[src/hdl/spq_pkg.sv]
`default_nettype none

package spq_pkg;

    localparam int DEPTH        = 16;
    localparam int PAYLOAD_BITS = 16;
    localparam int PRIO_BITS    = 16;
    localparam int COUNT_W      = $clog2(DEPTH + 1);

    localparam logic CMD_INSERT = 1'b0;
    localparam logic CMD_DELETE = 1'b1;

    typedef struct packed {
        logic                           cmd;
        logic signed [PRIO_BITS-1:0]    prio;
        logic        [PAYLOAD_BITS-1:0] payload;
    } spq_in_t;

    typedef struct packed {
        logic                           removed_valid;
        logic signed [PRIO_BITS-1:0]    removed_prio;
        logic        [PAYLOAD_BITS-1:0] removed_payload;
        logic                           dropped;
        logic        [COUNT_W-1:0]      count;
    } spq_out_t;

    // One stored entry of the sorted row.
    typedef struct packed {
        logic signed [PRIO_BITS-1:0]    prio;
        logic        [PAYLOAD_BITS-1:0] payload;
    } spq_entry_t;

    // Operation broadcast to every cell for the current cycle.
    typedef struct packed {
        logic ins;
        logic del;
    } spq_ctl_t;

endpackage

`default_nettype wire

[src/hdl/spq_cell.sv]
`default_nettype none

// One slot of the sorted row. On insert, decide locally from the neighbour's
// take flag whether to load the new entry, shift in the left entry, or hold.
// On delete, shift in the right entry.
module spq_cell (
    input  wire logic               aclk,
    input  wire spq_pkg::spq_ctl_t  ctl,
    input  wire spq_pkg::spq_entry_t new_entry,
    input  wire spq_pkg::spq_entry_t left_entry,
    input  wire spq_pkg::spq_entry_t right_entry,
    input  wire logic               left_take,
    input  wire logic               occupied,
    output spq_pkg::spq_entry_t     entry,
    output logic                    take
);
    import spq_pkg::*;

    spq_entry_t entry_reg;
    spq_entry_t entry_next;

    // The new item belongs at or ahead of this slot.
    assign take  = !occupied || (entry_reg.prio <= new_entry.prio);
    assign entry = entry_reg;

    always_comb begin
        entry_next = entry_reg;
        if (ctl.ins) begin
            if (take && !left_take) begin
                entry_next = new_entry;
            end else if (take) begin
                entry_next = left_entry;
            end
        end else if (ctl.del) begin
            entry_next = right_entry;
        end
    end

    always_ff @(posedge aclk) begin
        entry_reg <= entry_next;
    end

endmodule

`default_nettype wire

[src/hdl/sorted_priority_queue.sv]
// Sorted priority queue, highest priority first, DEPTH entries.
// Input channel (s_valid / s_ready / s_data): one item per command. cmd
// insert places prio and payload ahead of the first stored entry whose
// priority is less than or equal to it, so equal priorities leave newest
// first; cmd delete removes the head entry.
// Result channel (m_valid / m_ready / m_data): exactly one result item per
// accepted item, carrying the removed entry (delete), the dropped flag
// (insert into a full queue) and the entry count after the operation.
// The result is registered: it is valid the cycle after the item is accepted.
// Throughput: one item per cycle; the row of cells inserts or shifts one
// entry per cycle, and the single result register sets the pace when the
// receiver stalls: s_ready stays high while that register is empty or
// being taken, and drops while a result waits unaccepted.
// Reset (aresetn low, synchronous): the queue empties and no result is
// pending; stored entries are not cleared, only the count is.
`default_nettype none

module sorted_priority_queue (
    input  wire logic              aclk,
    input  wire logic              aresetn,
    input  wire logic              s_valid,
    output logic                   s_ready,
    input  wire spq_pkg::spq_in_t  s_data,
    output logic                   m_valid,
    input  wire logic              m_ready,
    output spq_pkg::spq_out_t      m_data
);
    import spq_pkg::*;

    logic [COUNT_W-1:0] count_reg;
    logic [COUNT_W-1:0] count_next;
    logic               m_valid_reg;
    logic               m_valid_next;
    spq_out_t           m_data_reg;
    spq_out_t           m_data_next;

    logic       accept;
    logic       full;
    logic       empty;
    spq_ctl_t   ctl;
    spq_entry_t new_entry;

    spq_entry_t cell_entry [DEPTH];
    logic       cell_take  [DEPTH];
    logic       cell_occ   [DEPTH];

    // Take a new item whenever the result register is free or draining.
    assign s_ready = !m_valid_reg || m_ready;
    assign accept  = s_valid && s_ready;
    assign full    = (count_reg == COUNT_W'(DEPTH));
    assign empty   = (count_reg == '0);

    assign ctl.ins = accept && (s_data.cmd == CMD_INSERT) && !full;
    assign ctl.del = accept && (s_data.cmd == CMD_DELETE) && !empty;

    assign new_entry.prio    = s_data.prio;
    assign new_entry.payload = s_data.payload;

    // Row of cells: slot 0 is the head.
    for (genvar i = 0; i < DEPTH; i++) begin : g_cell
        spq_entry_t left_e;
        spq_entry_t right_e;
        logic       left_t;

        assign cell_occ[i] = (COUNT_W'(i) < count_reg);

        if (i == 0) begin : g_head
            assign left_e = new_entry;
            assign left_t = 1'b0;
        end else begin : g_body
            assign left_e = cell_entry[i-1];
            assign left_t = cell_take[i-1];
        end

        if (i == DEPTH - 1) begin : g_tail
            assign right_e = cell_entry[i];
        end else begin : g_inner
            assign right_e = cell_entry[i+1];
        end

        spq_cell u_cell (
            .aclk        (aclk),
            .ctl         (ctl),
            .new_entry   (new_entry),
            .left_entry  (left_e),
            .right_entry (right_e),
            .left_take   (left_t),
            .occupied    (cell_occ[i]),
            .entry       (cell_entry[i]),
            .take        (cell_take[i])
        );
    end

    // Advance the count; a refused insert or an empty delete holds it.
    always_comb begin
        count_next = count_reg;
        if (ctl.ins) begin
            count_next = count_reg + COUNT_W'(1);
        end else if (ctl.del) begin
            count_next = count_reg - COUNT_W'(1);
        end
    end

    // Build the result item; zero the removed fields unless a head is popped.
    always_comb begin
        m_data_next                 = m_data_reg;
        m_valid_next                = m_valid_reg && !m_ready;
        if (accept) begin
            m_valid_next                = 1'b1;
            m_data_next.removed_valid   = ctl.del;
            m_data_next.removed_prio    = ctl.del ? cell_entry[0].prio : '0;
            m_data_next.removed_payload = ctl.del ? cell_entry[0].payload : '0;
            m_data_next.dropped         = (s_data.cmd == CMD_INSERT) && full;
            m_data_next.count           = count_next;
        end
    end

    always_ff @(posedge aclk) begin
        if (!aresetn) begin
            count_reg   <= '0;
            m_valid_reg <= 1'b0;
        end else begin
            count_reg   <= count_next;
            m_valid_reg <= m_valid_next;
        end
    end

    always_ff @(posedge aclk) begin
        m_data_reg <= m_data_next;
    end

    assign m_valid = m_valid_reg;
    assign m_data  = m_data_reg;

    // Count never passes the row length.
    a_count_bound: assert property (@(posedge aclk) disable iff (!aresetn)
        count_reg <= COUNT_W'(DEPTH))
        else $error("entry count beyond depth");

    // An accepted item always leaves a result behind.
    a_result_follows: assert property (@(posedge aclk) disable iff (!aresetn)
        accept |=> m_valid_reg)
        else $error("accepted item produced no result");

    // A successful insert grows the queue by one.
    a_insert_count: assert property (@(posedge aclk) disable iff (!aresetn)
        ctl.ins |=> (count_reg == COUNT_W'($past(count_reg) + COUNT_W'(1))))
        else $error("insert did not advance count");

    // The two head slots stay in priority order.
    a_head_sorted: assert property (@(posedge aclk) disable iff (!aresetn)
        (count_reg >= COUNT_W'(2)) |-> (cell_entry[0].prio >= cell_entry[1].prio))
        else $error("head entries out of order");

    // The reported count matches the queue once the result is shown.
    a_count_report: assert property (@(posedge aclk) disable iff (!aresetn)
        accept |=> (m_data_reg.count == count_reg))
        else $error("reported count differs from queue");

endmodule

`default_nettype wire

[config.mk]
export PLATFORM = sky130hd
export DESIGN_NAME = sorted_priority_queue
export DESIGN_NICKNAME = d
export VERILOG_FILES = /design/src/hdl/spq_pkg.sv /design/src/hdl/spq_cell.sv /design/src/hdl/sorted_priority_queue.sv
export SDC_FILE = /design/constraint.sdc
export NUM_CORES = 2
export LEC_CHECK = 0
export BUFFER_PORTS_ARGS = -buffer_cell sky130_fd_sc_hd__buf_4
export CAP_MARGIN = 20
export CORE_ASPECT_RATIO = 1.1
export CORE_UTILIZATION = 55
export CTS_CLUSTER_DIAMETER = 60
export DETAILED_ROUTE_END_ITERATION = 10
export MAX_ROUTING_LAYER = met4
export PLACE_DENSITY_LB_ADDON = 0.2
export SLEW_MARGIN = 30
export SYNTH_ARGS = -nofsm -noshare
export SYNTH_HDL_FRONTEND = slang
export SYNTH_SLANG_ARGS = --single-unit
[constraint.sdc]
create_clock -name aclk -period 5.9 [get_ports aclk]
set_clock_uncertainty 0.05 [all_clocks]
set_input_delay 0.295 -clock aclk [delete_from_list [all_inputs] [get_ports aclk]]
set_output_delay 0.295 -clock aclk [all_outputs]
set_load 0.01 [all_outputs]
==> flow_metrics.env <==
export IMPL_status="finished, final reports clean"
export IMPL_synth_top_area_share_pct=48.5
export IMPL_core_mm2=0.0612
export IMPL_start_util_pct=55.7
export IMPL_synth_cell_area_mm2=0.0341
export IMPL_vias_per_cell=7.15
export IMPL_hold_viol=0
export IMPL_antenna_left=0
export IMPL_clk_pin_slew_ps=60
export IMPL_ctsResizeCount=0
export IMPL_io_buffers=77
export IMPL_fmax_ghz=0.220
export IMPL_setup_viol=0
export IMPL_gr_total_overflow=0
export IMPL_cts_sinks=557
export IMPL_cts_htree_levels=3
export IMPL_numCtsBuffers=67
export IMPL_finalCritPeriodShare_pct=77.1
export IMPL_ys_types=64
export IMPL_drv_cap=0
export IMPL_rsz0062_at_grt="false"
export IMPL_drt_initial_drc_count=3459
export IMPL_grt_max_degree=127
export IMPL_synthArstFlopShare_pct=0
export IMPL_multiInputGateArea_mm2=0.0164
export IMPL_cts_buffer_depth=3
export IMPL_p_leak_nw=14.0
export IMPL_start_kind="input port"
export IMPL_synth_area_leaders="edfxtp_1 (49%), ha_1 (9.5%), o211ai_1 (7.2%)"
export IMPL_fin_util_pct=61.9
export IMPL_synth_seq_area_share_pct=48.9
export IMPL_arrival_ps=4770
export IMPL_grt_first_pass_wirelength_um=184000
export IMPL_tightest_slew_ps=1030
export IMPL_clk_latency_ps=640
export IMPL_path_max_fanout=49
export IMPL_antenna_found_initial=8
export IMPL_max_slew_margin_pct=31.5
export IMPL_num_io_pins=78
export IMPL_endpoint_kind="flip-flop"
export IMPL_worstPathRequired_ps=6130
export IMPL_report_final_slew_viol_count=0
export IMPL_yosysWarnings=0
export IMPL_cts_tree="yes"
export IMPL_largest_register_ffs=512
export IMPL_detail_route_first_pass_iterations=6
export IMPL_fillers=5036
export IMPL_place_area_mm2=0.0356
export IMPL_hold_buffers=10
export IMPL_synth_edff_count=551
export IMPL_area_delta_synth_final_pct=11.2
export IMPL_peakVddDrop_uv=220
export IMPL_die_w_um=239
export IMPL_routedWlPerCell_um=29.9
export IMPL_globalplace_congestion=0.979
export IMPL_drive_above_1_share_pct=9.66
export IMPL_synth_ff_type="edfxtp_1"
export IMPL_seq_area_mm2=0.0167
export IMPL_power_density_mw_per_mm2=319
export IMPL_wl_um=123000
export IMPL_nNetsFinal=3553
export IMPL_grt_pass1_vias=29300
export IMPL_cts_root_buffer="clkbuf_16"
export IMPL_synth_fp_nets=3597
export IMPL_fin_area_mm2=0.0379
export IMPL_synth_common_cells="edfxtp_1 (551), nand2_1 (411), a21oi_1 (330)"
export IMPL_holdPathStages=2
export IMPL_die_h_um=263
export IMPL_avgSynthCellArea_um2=10.3
export IMPL_track_usage_pct=40.1
export IMPL_finalCriticalPeriod_ps=4550
export IMPL_post_dp_hpwl_um=86100
export IMPL_tns_ps=0
export IMPL_vias=29600
export IMPL_cts_setup_buffers=0
export IMPL_rows=95
export IMPL_worstRegToRegCells=10
export IMPL_drc_errors=0
export IMPL_ys_seq_elements=557
export IMPL_yosys_cell_count_top_type="edfxtp_1"
export IMPL_design_die_area_mm2=0.0630
export IMPL_critical_path_class="in2reg"
export IMPL_synth_top_cell_by_area="edfxtp_1"
export IMPL_worstHoldPathType="in2reg"
export IMPL_synth_cells=3301
==> path summary, 6_finish.rpt <==
kind / from / endpoint / slack (ps)
worst max-delay path: s_data[31] / g_cell[7].u_cell.entry[19] / 1350
worst min-delay path: s_data[11] / g_cell[15].u_cell.entry[11] / 20
worst max register to register: g_cell[14].u_cell.entry[29] / g_cell[15].u_cell.entry[22] / 1930
worst min register to register: g_cell[0].u_cell.entry[2] / m_data[8] / 500
==> per-layer routing <==
| metal | wire (um) | vias to the layer above | global-route usage (%) |
|---|---|---|---|
| met1 | 46200 | 14500 | 48.6 |
| met4 | 9730 | 0 | 27.3 |
| met3 | 10000 | 459 | 5.89 |
| met2 | 57500 | 1774 | 62.1 |
| met5 | 0 | - | - |
| li1 | - | 12900 | - |
==> metrics by stage <==
| stage | instances | power [mW] | setup slack [ps] | hold slack (ps) |
|---|---|---|---|---|
| 2_1_floorplan | 3301 | 6.94 | 549 | 367 |
| 3_3_place_gp | 3993 | 7.81 | 1340 | 473 |
| 3_5_place_dp | 4000 | 7.93 | 1260 | 482 |
| 4_1_cts | 4125 | 12.0 | 1290 | 0.243 |
| 5_1_grt | 4134 | 12.5 | 1060 | 21.2 |
| 6_report | 4134 | 12.1 | 1350 | 15.1 |
==> cell usage in the layout, fill, tap and decap left out, types with 16 or more instances in the layout <==
cell,netlist,routed
inv_1,49,47
a22oi_1,17,17
o21ai_0,174,161
a221o_1,158,158
clkbuf_1,224,16
o211ai_1,327,327
nor2_1,165,159
ha_1,259,259
o31a_1,20,20
clkbuf_16,0,68
a21oi_1,330,329
a21o_1,39,39
nor3_1,55,53
mux2_2,28,28
nand2_1,411,410
and2_1,89,89
a31oi_1,120,120
nand4_1,45,45
edfxtp_1,551,551
buf_4,1,141
nor2b_1,19,19
==> critical path, stage by stage <==
cell and delay, ps:
dlygate4sd3_1 560, buf_4 170, inv_1 700, ha_1 310, nand4_1 160, nor3_1 510
o21ai_0 330, a21oi_1 300, nor3_2 90, buf_4 340, o21ai_4 530, buf_4 440
==> power breakdown <==
part | internal (mW) | switching (mW) | total (mW)
Combinational | 0.873 | 1.65 | 2.52
Sequential | 5.03 | 0.414 | 5.44
Clock | 2.32 | 1.80 | 4.12
==> cell type report <==
| type | instances | area share, % |
|---|---|---|
| antenna | 7 | 0.0462 |
| clock buffer | 84 | 4.65 |
| clock inverter | 31 | 0.941 |
| inverter | 49 | 0.485 |
| multi-input combinational | 2417 | 43.2 |
| sequential | 557 | 44.0 |
| tap | 824 | 2.72 |
| timing repair buffer | 165 | 3.94 |
==> kinds of logic after synthesis <==
family	count (synthesis)	synth area share, %
buffers and inverters	327	3.86
AO/OA/AOI/OAI	1254	24.9
XOR/XNOR	3	0.0771
AND/OR/NAND/NOR	861	11.5
multiplexers	40	1.34
flip-flops	557	48.9
adder cells (fa/ha/maj)	259	9.51
Power figures use the tool's default switching activity.
